===== src/rtl/core/tntd_pkg.sv =====
// ----------------------------------------------------------------------------
// tntd_pkg
// Shared types and constants for the tiled nibble texture decoder.
// ----------------------------------------------------------------------------
`default_nettype none

package tntd_pkg;

    // configuration register width and index width
    localparam int CFG_W     = 11;
    localparam int CFG_IDX_W = 2;

    // output field widths
    localparam int ADDR_W = 21;
    localparam int BYTE_W = 8;
    localparam int NIB_W  = 4;

    // tile geometry
    localparam int TILE_W_LOG2  = 3;   // 8 texels across every tile
    localparam int MIN_WIDTH    = 8;

    // output word: byte_address, first_byte, second_byte, padded to bytes
    localparam int M_DATA_W = 40;

    typedef enum logic [CFG_IDX_W-1:0] {
        REG_MODE   = 2'd0,
        REG_WIDTH  = 2'd1,
        REG_HEIGHT = 2'd2
    } reg_idx_t;

    typedef enum logic [1:0] {
        MODE_I4  = 2'd0,
        MODE_IA4 = 2'd1,
        MODE_C4  = 2'd2
    } mode_t;

    typedef struct packed {
        logic ia;    // 8x4 tiles, two bytes per texel
        logic raw;   // nibbles kept as indices
    } mode_flags_t;

    // repeat a nibble into both halves of a byte
    function automatic logic [BYTE_W-1:0] widen(input logic [NIB_W-1:0] n);
        widen = {n, n};
    endfunction

endpackage

`default_nettype wire


===== src/rtl/core/tntd_cfg_regs.sv =====
// ----------------------------------------------------------------------------
// tntd_cfg_regs
// Mode, pitch and height registers, with clamping and tile count decode.
// ----------------------------------------------------------------------------
`default_nettype none

module tntd_cfg_regs import tntd_pkg::*; #(
    parameter int MAX_WIDTH  = 1024,
    parameter int MAX_HEIGHT = 1024,
    parameter int COL_W      = 7,
    parameter int ROW_W      = 8
) (
    input  wire logic                 aclk,
    input  wire logic                 aresetn,
    input  wire logic                 cfg_valid,
    input  wire logic [CFG_IDX_W-1:0] cfg_index,
    input  wire logic [CFG_W-1:0]     cfg_data,
    output      logic                 cfg_clear,
    output      mode_flags_t          flags,
    output      logic [CFG_W-1:0]     pitch,
    output      logic [COL_W:0]       cols,
    output      logic [ROW_W:0]       rows
);

    localparam logic [CFG_W+1:0] MAX_W_EXT = (CFG_W+2)'(MAX_WIDTH);
    localparam logic [CFG_W+1:0] MAX_H_EXT = (CFG_W+2)'(MAX_HEIGHT);
    localparam logic [CFG_W-1:0] MIN_W     = CFG_W'(MIN_WIDTH);

    logic [1:0]       mode_reg, mode_next;
    logic [CFG_W-1:0] width_reg, width_next;
    logic [CFG_W-1:0] height_reg, height_next;
    logic [CFG_W+1:0] h_sum;
    logic [CFG_W+1:0] w_sum;

    // values are stored already clamped
    always_comb begin
        mode_next   = mode_reg;
        width_next  = width_reg;
        height_next = height_reg;
        cfg_clear   = 1'b0;
        if (cfg_valid) begin
            case (cfg_index)
                REG_MODE: begin
                    mode_next = cfg_data[1:0];
                    cfg_clear = 1'b1;
                end
                REG_WIDTH: begin
                    cfg_clear = 1'b1;
                    if (cfg_data < MIN_W)
                        width_next = MIN_W;
                    else if ({2'b00, cfg_data} > MAX_W_EXT)
                        width_next = CFG_W'(MAX_WIDTH);
                    else
                        width_next = cfg_data;
                end
                REG_HEIGHT: begin
                    cfg_clear = 1'b1;
                    if (cfg_data == '0)
                        height_next = CFG_W'(1);
                    else if ({2'b00, cfg_data} > MAX_H_EXT)
                        height_next = CFG_W'(MAX_HEIGHT);
                    else
                        height_next = cfg_data;
                end
                default: begin
                    cfg_clear = 1'b0;
                end
            endcase
        end
    end

    always_ff @(posedge aclk) begin
        if (!aresetn) begin
            mode_reg   <= MODE_I4;
            width_reg  <= CFG_W'(8);
            height_reg <= CFG_W'(8);
        end else begin
            mode_reg   <= mode_next;
            width_reg  <= width_next;
            height_reg <= height_next;
        end
    end

    // mode 3 falls back to I4 decoding
    assign flags.ia  = (mode_reg == MODE_IA4);
    assign flags.raw = (mode_reg == MODE_C4);
    assign pitch     = width_reg;

    assign w_sum = {2'b00, width_reg} + (CFG_W+2)'(7);
    assign h_sum = flags.ia ? ({2'b00, height_reg} + (CFG_W+2)'(3))
                            : ({2'b00, height_reg} + (CFG_W+2)'(7));

    assign cols = w_sum[TILE_W_LOG2 +: (COL_W+1)];
    assign rows = flags.ia ? h_sum[2 +: (ROW_W+1)] : h_sum[3 +: (ROW_W+1)];

endmodule

`default_nettype wire


===== src/rtl/core/tntd_tile_counter.sv =====
// ----------------------------------------------------------------------------
// tntd_tile_counter
// Tile position counters and the input register stage.
// ----------------------------------------------------------------------------
`default_nettype none

module tntd_tile_counter import tntd_pkg::*; #(
    parameter int COL_W  = 7,
    parameter int ROW_W  = 8,
    parameter int LINE_W = 12,
    parameter int XOFF_W = 11
) (
    input  wire logic              aclk,
    input  wire logic              aresetn,
    input  wire logic              step,
    input  wire logic              clear,
    input  wire mode_flags_t       flags,
    input  wire logic [COL_W:0]    cols,
    input  wire logic [ROW_W:0]    rows,
    input  wire logic [BYTE_W-1:0] src_byte,
    output      logic [BYTE_W-1:0] byte_q,
    output      logic [LINE_W-1:0] line_q,
    output      logic [XOFF_W-1:0] xoff_q,
    output      logic              end_q
);

    logic [COL_W-1:0] col_reg, col_next;
    logic [ROW_W-1:0] row_reg, row_next;
    logic [2:0]       rit_reg, rit_next;
    logic [2:0]       bir_reg, bir_next;

    logic [BYTE_W-1:0] byte_reg;
    logic [LINE_W-1:0] line_reg;
    logic [XOFF_W-1:0] xoff_reg;
    logic              end_reg;

    logic              last_byte, last_line, last_col, last_row, img_end;
    logic [3:0]        bir_inc, rit_inc, sub_x;
    logic [LINE_W-1:0] line_now;
    logic [XOFF_W-1:0] xoff_now;

    assign bir_inc = {1'b0, bir_reg} + 4'd1;
    assign rit_inc = {1'b0, rit_reg} + 4'd1;

    assign last_byte = flags.ia ? (bir_inc >= 4'd8) : (bir_inc >= 4'd4);
    assign last_line = flags.ia ? (rit_inc >= 4'd4) : (rit_inc >= 4'd8);
    assign last_col  = (({1'b0, col_reg} + (COL_W+1)'(1)) >= cols);
    assign last_row  = (({1'b0, row_reg} + (ROW_W+1)'(1)) >= rows);
    assign img_end   = last_byte && last_line && last_col && last_row;

    // line = tile_row * tile height + row in tile
    assign line_now = flags.ia
        ? ((LINE_W'(row_reg) << 2) + LINE_W'(rit_reg))
        : ((LINE_W'(row_reg) << 3) + LINE_W'(rit_reg));
    // byte offset inside the tile row, two texels per byte outside IA4
    assign sub_x    = flags.ia ? {1'b0, bir_reg} : {bir_reg, 1'b0};
    assign xoff_now = (XOFF_W'(col_reg) << TILE_W_LOG2) + XOFF_W'(sub_x);

    always_comb begin
        col_next = col_reg;
        row_next = row_reg;
        rit_next = rit_reg;
        bir_next = bir_reg;
        if (clear) begin
            col_next = '0;
            row_next = '0;
            rit_next = '0;
            bir_next = '0;
        end else if (step) begin
            if (!last_byte) begin
                bir_next = bir_inc[2:0];
            end else begin
                bir_next = '0;
                if (!last_line) begin
                    rit_next = rit_inc[2:0];
                end else begin
                    rit_next = '0;
                    if (!last_col) begin
                        col_next = col_reg + COL_W'(1);
                    end else begin
                        col_next = '0;
                        row_next = last_row ? '0 : row_reg + ROW_W'(1);
                    end
                end
            end
        end
    end

    always_ff @(posedge aclk) begin
        if (!aresetn) begin
            col_reg <= '0;
            row_reg <= '0;
            rit_reg <= '0;
            bir_reg <= '0;
        end else begin
            col_reg <= col_next;
            row_reg <= row_next;
            rit_reg <= rit_next;
            bir_reg <= bir_next;
        end
    end

    always_ff @(posedge aclk) begin
        if (step) begin
            byte_reg <= src_byte;
            line_reg <= line_now;
            xoff_reg <= xoff_now;
            end_reg  <= img_end;
        end
    end

    assign byte_q = byte_reg;
    assign line_q = line_reg;
    assign xoff_q = xoff_reg;
    assign end_q  = end_reg;

    // a register write starts a new image
    a_clear_zero: assert property (@(posedge aclk) disable iff (!aresetn)
        clear |=> (col_reg == '0 && row_reg == '0 && rit_reg == '0 && bir_reg == '0))
        else $error("counters not cleared after register write");

    // the last byte of the image wraps all counters
    a_end_wrap: assert property (@(posedge aclk) disable iff (!aresetn)
        (step && img_end && !clear) |=>
            (col_reg == '0 && row_reg == '0 && rit_reg == '0 && bir_reg == '0))
        else $error("counters did not wrap at image end");

    // outside IA4 a tile row holds four bytes
    a_bir_range: assert property (@(posedge aclk) disable iff (!aresetn)
        (!flags.ia && !$past(clear)) |-> (bir_reg[2] == 1'b0))
        else $error("byte_in_row out of range");

endmodule

`default_nettype wire


===== src/rtl/core/tntd_pixel_stage.sv =====
// ----------------------------------------------------------------------------
// tntd_pixel_stage
// Linear address and nibble widening (zero extension in C4), into the result register.
// ----------------------------------------------------------------------------
`default_nettype none

module tntd_pixel_stage import tntd_pkg::*; #(
    parameter int LINE_W = 12,
    parameter int XOFF_W = 11
) (
    input  wire logic              aclk,
    input  wire logic              load,
    input  wire mode_flags_t       flags,
    input  wire logic [CFG_W-1:0]  pitch,
    input  wire logic [BYTE_W-1:0] byte_q,
    input  wire logic [LINE_W-1:0] line_q,
    input  wire logic [XOFF_W-1:0] xoff_q,
    input  wire logic              end_q,
    output      logic [ADDR_W-1:0] byte_address,
    output      logic [BYTE_W-1:0] first_byte,
    output      logic [BYTE_W-1:0] second_byte,
    output      logic              image_end
);

    localparam int SUM_W  = LINE_W + CFG_W + 2;
    localparam int CALC_W = (SUM_W > ADDR_W) ? SUM_W : ADDR_W;

    logic [CALC_W-1:0] prod, sum, addr_full;
    logic [BYTE_W-1:0] hi_b, lo_b;

    logic [ADDR_W-1:0] addr_reg;
    logic [BYTE_W-1:0] first_reg, second_reg;
    logic              end_reg;

    assign prod      = CALC_W'(line_q) * CALC_W'(pitch);
    assign sum       = prod + CALC_W'(xoff_q);
    assign addr_full = flags.ia ? (sum << 1) : sum;

    assign hi_b = flags.raw ? {4'h0, byte_q[7:4]} : widen(byte_q[7:4]);
    assign lo_b = flags.raw ? {4'h0, byte_q[3:0]} : widen(byte_q[3:0]);

    always_ff @(posedge aclk) begin
        if (load) begin
            addr_reg   <= addr_full[ADDR_W-1:0];
            first_reg  <= hi_b;
            second_reg <= lo_b;
            end_reg    <= end_q;
        end
    end

    assign byte_address = addr_reg;
    assign first_byte   = first_reg;
    assign second_byte  = second_reg;
    assign image_end    = end_reg;

endmodule

`default_nettype wire


===== src/rtl/core/tiled_nibble_texture_decode_top.sv =====
// ----------------------------------------------------------------------------
// tiled_nibble_texture_decode_top
// Detiles a 4-bit texture (I4, IA4, C4) one source byte per word.
// ----------------------------------------------------------------------------
// Usage
//   s_ channel: one tiled source byte per word, in memory order.
//   m_ channel: byte pair for the linear image; tdata holds the address of
//   the first byte and both bytes, tlast marks the last byte of the image.
//   cfg channel: register writes (0 mode, 1 width, 2 height), always ready.
//   Any write to a listed register restarts the image at the first tile.
//   Write the registers only while nothing is in flight.
// Timing
//   Two registers: input register (counters, line, tile offset), then
//   result register (line * pitch multiply, add, nibble widening).
//   Throughput one word per cycle while m_tready stays high; the multiply sets the clock.
// Reset
//   Both stages empty, I4 mode, 8 x 8 image, counters at the first tile.
// Stall
//   When m_tready is low the result holds; the input stage still takes one
//   more word if it is empty, then s_tready drops until the result is taken.
// ----------------------------------------------------------------------------
`default_nettype none

module tiled_nibble_texture_decode_top import tntd_pkg::*; #(
    parameter int MAX_WIDTH  = 1024,
    parameter int MAX_HEIGHT = 1024
) (
    input  wire logic                 aclk,
    input  wire logic                 aresetn,
    // input words
    input  wire logic                 s_tvalid,
    output      logic                 s_tready,
    input  wire logic [7:0]           s_tdata,    // [7:0] source_byte
    // result words
    output      logic                 m_tvalid,
    input  wire logic                 m_tready,
    output      logic [M_DATA_W-1:0]  m_tdata,    // [20:0] byte_address,
                                                  // [28:21] first_byte,
                                                  // [36:29] second_byte, zero pad
    output      logic                 m_tlast,    // image_end
    // register writes
    input  wire logic                 cfg_valid,
    output      logic                 cfg_ready,
    input  wire logic [CFG_IDX_W-1:0] cfg_index,
    input  wire logic [CFG_W-1:0]     cfg_data
);

    // counter widths follow the largest image
    localparam int COLS_MAX = (MAX_WIDTH + 7) / 8;
    localparam int ROWS_MAX = (MAX_HEIGHT + 3) / 4;
    localparam int COL_W    = (COLS_MAX > 2) ? $clog2(COLS_MAX) : 1;
    localparam int ROW_W    = (ROWS_MAX > 2) ? $clog2(ROWS_MAX) : 1;
    localparam int LINE_W   = ROW_W + 4;
    localparam int XOFF_W   = COL_W + TILE_W_LOG2 + 1;

    logic              st_valid_reg, st_valid_next;
    logic              m_valid_reg, m_valid_next;
    logic              advance, accept;

    logic              cfg_clear;
    mode_flags_t       flags;
    logic [CFG_W-1:0]  pitch;
    logic [COL_W:0]    cols;
    logic [ROW_W:0]    rows;

    logic [BYTE_W-1:0] byte_q;
    logic [LINE_W-1:0] line_q;
    logic [XOFF_W-1:0] xoff_q;
    logic              end_q;

    logic [ADDR_W-1:0] byte_address;
    logic [BYTE_W-1:0] first_byte, second_byte;
    logic              image_end;

    // --- handshake -------------------------------------------------------
    // result register moves when empty or taken; input stage moves with it
    assign advance  = !m_valid_reg || m_tready;
    assign s_tready = !st_valid_reg || advance;
    assign accept   = s_tvalid && s_tready;

    always_comb begin
        st_valid_next = st_valid_reg;
        if (accept)
            st_valid_next = 1'b1;
        else if (advance)
            st_valid_next = 1'b0;
        m_valid_next = advance ? st_valid_reg : m_valid_reg;
    end

    always_ff @(posedge aclk) begin
        if (!aresetn) begin
            st_valid_reg <= 1'b0;
            m_valid_reg  <= 1'b0;
        end else begin
            st_valid_reg <= st_valid_next;
            m_valid_reg  <= m_valid_next;
        end
    end

    assign cfg_ready = 1'b1;

    // --- configuration ---------------------------------------------------
    tntd_cfg_regs #(
        .MAX_WIDTH  (MAX_WIDTH),
        .MAX_HEIGHT (MAX_HEIGHT),
        .COL_W      (COL_W),
        .ROW_W      (ROW_W)
    ) u_cfg (
        .aclk      (aclk),
        .aresetn   (aresetn),
        .cfg_valid (cfg_valid),
        .cfg_index (cfg_index),
        .cfg_data  (cfg_data),
        .cfg_clear (cfg_clear),
        .flags     (flags),
        .pitch     (pitch),
        .cols      (cols),
        .rows      (rows)
    );

    // --- stage 1: tile position --------------------------------------------
    tntd_tile_counter #(
        .COL_W  (COL_W),
        .ROW_W  (ROW_W),
        .LINE_W (LINE_W),
        .XOFF_W (XOFF_W)
    ) u_cnt (
        .aclk     (aclk),
        .aresetn  (aresetn),
        .step     (accept),
        .clear    (cfg_clear),
        .flags    (flags),
        .cols     (cols),
        .rows     (rows),
        .src_byte (s_tdata),
        .byte_q   (byte_q),
        .line_q   (line_q),
        .xoff_q   (xoff_q),
        .end_q    (end_q)
    );

    // --- stage 2: address and texel bytes ------------------------------------
    tntd_pixel_stage #(
        .LINE_W (LINE_W),
        .XOFF_W (XOFF_W)
    ) u_pix (
        .aclk         (aclk),
        .load         (advance && st_valid_reg),
        .flags        (flags),
        .pitch        (pitch),
        .byte_q       (byte_q),
        .line_q       (line_q),
        .xoff_q       (xoff_q),
        .end_q        (end_q),
        .byte_address (byte_address),
        .first_byte   (first_byte),
        .second_byte  (second_byte),
        .image_end    (image_end)
    );

    assign m_tvalid = m_valid_reg;
    assign m_tdata  = {3'b000, second_byte, first_byte, byte_address};
    assign m_tlast  = image_end;

    // input only blocks behind a full, stalled pipe
    a_stall_cause: assert property (@(posedge aclk) disable iff (!aresetn)
        !s_tready |-> (m_valid_reg && !m_tready && st_valid_reg))
        else $error("input stalled with room in the pipe");

    // a word in stage 1 reaches the result register on the next advance
    a_stage_move: assert property (@(posedge aclk) disable iff (!aresetn)
        (st_valid_reg && advance) |=> m_valid_reg)
        else $error("stage 1 word lost");

    // a stalled result is not overwritten
    a_hold: assert property (@(posedge aclk) disable iff (!aresetn)
        (m_valid_reg && !m_tready) |=> (m_valid_reg && $stable(byte_address)))
        else $error("stalled result changed");

endmodule

`default_nettype wire


===== config.mk =====
export PLATFORM = sky130hd
export DESIGN_NAME = tiled_nibble_texture_decode_top
export DESIGN_NICKNAME = d
export VERILOG_FILES = /design/src/rtl/core/tntd_pkg.sv /design/src/rtl/core/tntd_cfg_regs.sv /design/src/rtl/core/tntd_tile_counter.sv /design/src/rtl/core/tntd_pixel_stage.sv /design/src/rtl/core/tiled_nibble_texture_decode_top.sv
export SDC_FILE = /design/constraint.sdc
export NUM_CORES = 1
export LEC_CHECK = 0
export ABC_AREA = 0
export BUFFER_PORTS_ARGS = -buffer_cell sky130_fd_sc_hd__buf_4
export CAP_MARGIN = 40
export CORE_MARGIN = 4
export CORE_UTILIZATION = 55
export DETAILED_ROUTE_END_ITERATION = 6
export PLACE_DENSITY = 0.77
export SKIP_LAST_GASP = 1
export SLEW_MARGIN = 20
export SYNTH_ARGS = -nofsm -noshare
export SYNTH_HDL_FRONTEND = slang
export SYNTH_SLANG_ARGS = --single-unit
export TNS_END_PERCENT = 1

===== constraint.sdc =====
create_clock -name aclk -period 9.2 [get_ports aclk]
set_input_delay 0 -clock aclk [delete_from_list [all_inputs] [get_ports aclk]]
set_output_delay 0 -clock aclk [all_outputs]
set_load 0.01 [all_outputs]

==> flow_summary.yaml <==
cts:
  tritoncts: "yes"
  cts-resized-gates: 0
  cts_inserted_buffers: 17
  cts_max_level: 4
  path_clk_slew_ns: 0.07
  cts_num_sinks: 116
  clockRootBuffer: "clkbuf_16"
  clockBufferDepth: 2
  clock_latency_ns: 0.43
synthesis:
  yosys_warnings: 0
  ys_seq_area_share_pct: 30.2
  avgSynthCellArea_um2: 9.32
  synth_seq_cells: 116
  ys.flop_type: "edfxtp_1"
  synth_area_mm2: 0.00997
  netlist_instances: 1070
  async_reset_ff_share_pct: 0
  synth_edf_count: 69
  netlist-cell-type-count: 65
sta:
  fin_crit_ns: 5.44
  hold_ws_ns: 0.285
  final.setup_skew_ns: 0.0121
  tightest_slew_ns: 0.760
  hold_violations: 0
  clock.fmax_mhz: 184
  setup_tns_ns: 0
  finalMaxSlewViolations: 0
  post-route-period-util_pct: 59.2
  rsz0062_at_grt: "no"
  setup-violations-final: 0
  slew_headroom_pct: 49.2
placement:
  gp_congestion: 0.903
  dpl-instance-area_mm2: 0.0106
  post-place-cells: 1312
  portBuffers: 65
  hpwl_mm: 16.3
layout:
  multi_input_area_mm2: 0.00626
  finish.instance_area_mm2: 0.0114
  seq_area_mm2: 0.00301
  antenna_cells: 0
  fin_nets: 1333
  area_growth_pct: 14.7
  drive_gt1_share_pct: 10.5
  finalNonFillerCells: 1372
  largest_reg_flops: 21
  fill_cells: 1409
power:
  powerDensity_mw_per_mm2: 127
  vdd_ir_drop_max_v: 0.000136
  p_leak_nw: 5.18
setup_path:
  path_cells: "nand2_1 > fa_1 > inv_1 > fa_1 > fa_1 > fa_1 > inv_1 > fa_1 > inv_1 > ha_1 > a21o_1 > a21oi_1 > o21ai_1 > a21oi_1 > a31oi_1 > xor2_1 > mux2_2"
  crit_type: "flip-flop to flip-flop"
  r2r-start: "u_cfg.pitch[4]$_SDFFE_PN0P_"
  critPathLaunchType: "flip-flop"
  r2r_slack_ns: 3.76
  cpPeakStageDelay_ns: 0.65
  startpoint: "u_cfg.pitch[4]$_SDFFE_PN0P_"
  crit_top_cell: "fa_1"
  critical-path-slowest-cell: "dfxtp_1"
  r2r-end: "u_pix.byte_address[19]$_DFFE_PP_"
  crit_end: "u_pix.byte_address[19]$_DFFE_PP_"
  cp.required_ns: 9.38
  cp_max_fo: 15
  end_kind: "flip-flop"
  cp.arrival_ns: 5.63
  reg2reg_depth: 17
drt:
  drt_iter0_markers: 495
  ant_nets: 0
  vias: 7571
  met1_length_mm: 9.07
  viasPerCell: 5.52
  drcViolationCount: 0
  drt-total-wl_mm: 21.7
  wl_met2_mm: 10.8
  wl_per_cell_um: 15.8
  dr.max_layer_used: "met4"
  dr_wl_met3_mm: 1.19
  firstDrtPassIters: 5
global_route:
  grt_pass1_vias: 7589
  grt_overflow: 0
  grt_pass1_wl_mm: 36.4
  grt_max_degree: 50
  grt_usage_pct: 22.5
  antenna_found_initial: 1
die:
  die_y_um: 143
  ioPinCount: 70
  initial_utilization_pct: 56.8
  rows: 48
  die_w_um: 143
  core_mm2: 0.0175
  fp.dieArea_mm2: 0.0203
outcome:
  outcome: "finished, final reports clean"
min_path:
  hp-class: "primary input to flip-flop"
job:
  maxCapViolCount: 0
kinds of logic (layout without fill, tap and decap cells):
kind of cell,Yosys count,after routing,synth area share [%]
buffers and inverters,184,259,7.20
other,2,4,0.0753
AND/OR/NAND/NOR,372,372,18.3
adder cells (fa/ha/maj),173,173,28.5
AO/OA/AOI/OAI,164,164,10.2
multiplexers,11,11,1.15
XOR/XNOR,48,48,4.29
flip-flops,116,116,30.2
cell usage in the layout (no fill, tap or decap), types with 5 or more instances in the layout:
cell type / netlist / layout
nand2_1: 156 / 156
a21o_1: 10 / 10
inv_6: 0 / 5
xor2_1: 22 / 22
dlygate4sd3_1: 0 / 28
inv_1: 130 / 130
and3_1: 6 / 6
nand3_1: 20 / 20
dfxtp_1: 47 / 47
buf_4: 4 / 67
nand2b_1: 7 / 7
o21a_1: 7 / 7
ha_1: 83 / 83
nor2b_1: 27 / 25
xnor2_1: 25 / 25
o21ai_0: 27 / 27
o31ai_1: 5 / 5
mux2i_1: 7 / 7
o21ai_1: 9 / 9
a22oi_1: 12 / 12
edfxtp_1: 69 / 69
nor3_1: 13 / 13
and2_1: 63 / 63
nand3b_1: 7 / 7
nor2_1: 51 / 51
fa_1: 90 / 90
a21oi_1: 59 / 59
clkbuf_16: 0 / 17
repair_timing:
| action | in CTS | in global routing |
|---|---|---|
| endpoints found under the setup margin | 0 | 0 |
| setup buffers | 0 | 0 |
| hold buffers | 28 | 0 |
| endpoints found under the hold margin | 34 | 0 |
area by class of cell:
cell class,instances,area share [%]
Multi-Input combinational cell,772,54.7
Sequential cell,116,26.3
Timing Repair Buffer,96,7.02
Inverter,131,4.30
Clock buffer,17,3.72
Tap cell,225,2.46
Clock inverter,15,1.41
how the worst min path moves through the flow:
stage / startpoint / endpoint / slack, ns / depth (start not counted)
6_report: s_tdata[2] / u_cnt.byte_q[2]$_DFFE_PP_ / 0.29 / 2
5_1_grt: s_tdata[1] / u_cnt.byte_q[1]$_DFFE_PP_ / 0.28 / 2
4_1_cts: s_tdata[1] / u_cnt.byte_q[1]$_DFFE_PP_ / 0.28 / 2
3_3_place_gp: s_tdata[3] / u_cnt.byte_q[3]$_DFFE_PP_ / 0.18 / 1
3_5_place_dp: s_tdata[1] / u_cnt.byte_q[1]$_DFFE_PP_ / 0.18 / 1
2_1_floorplan: s_tdata[0] / u_cnt.byte_q[0]$_DFFE_PP_ / 0.1 / 0
through the flow:
stage | power, mW | util, % | setup slack [ns]
finish | 1.46 | 65.2 | 3.76
global route | 1.52 | 65.2 | 3.50
CTS | 1.46 | 65.2 | 3.77
detailed placement | 0.803 | 60.3 | 3.80
global placement | 0.795 | 60.2 | 3.91
floorplan | 0.739 | - | 4.00
cells in the mapped netlist (all sizes together), types with 2 or more instances:
library cell  instances  area, µm²
ha                   83       1040
o221ai                3       26.3
o21ai                37        189
clkbuf               41        154
o211ai                4       30.0
fa                   90       1800
mux2i                 7       70.1
or3                   3       18.8
and2                 63        394
nand2               156        586
conb                  2       7.51
a21o                 10       75.1
xnor2                25        219
and3                  6       37.5
xor2                 23        209
inv                 131        492
nand4                 3       18.8
nand3b                7       52.6
a21boi                4       30.0
nor2                 52        203
o31ai                 5       37.5
a31oi                 4       25.0
dfxtp                47        941
a22oi                13        103
o2111ai               3       26.3
edfxtp               69       2070
o311ai                3       26.3
a211oi                3       22.5
buf                  12       72.6
mux2                  4       45.0
a21oi                60        304
nor3                 14       75.1
nor2b                27        169
or2                   2       12.5
nand4b                2       17.5
nor4                  3       33.8
o31a                  2       17.5
o21a                  7       52.6
nand2b                7       43.8
nor3b                 3       22.5
nand3                21        110
power by group:
part / internal [mW] / total (mW) / leakage (nW) / switching [mW]
clock network: 0.362 / 0.653 / 0.281 / 0.291
logic: 0.0905 / 0.209 / 3.85 / 0.118
registers: 0.575 / 0.593 / 1.05 / 0.0176
layer usage:
metal  vias to the layer above  track usage, %
met5                         -               0
met4                         0            8.55
met3                        49            4.05
met2                       207            38.7
met1                      3668            28.2
li1                       3647               -
critical path: cells and delay by family, from the launching register on:
| family | cells | cell delay [ns] |
|---|---|---|
| DFF | 1 | 0.65 |
| adders and majority gates | 6 | 2.95 |
| xor gates and xnor gates | 1 | 0.18 |
| muxes | 1 | 0.27 |
| buffers and inverters | 3 | 0.17 |
| and+or+nand+nor | 1 | 0.15 |
| AOI/OAI and AO/OA | 5 | 0.83 |
No activity file was read; power rests on OpenSTA's default activity.
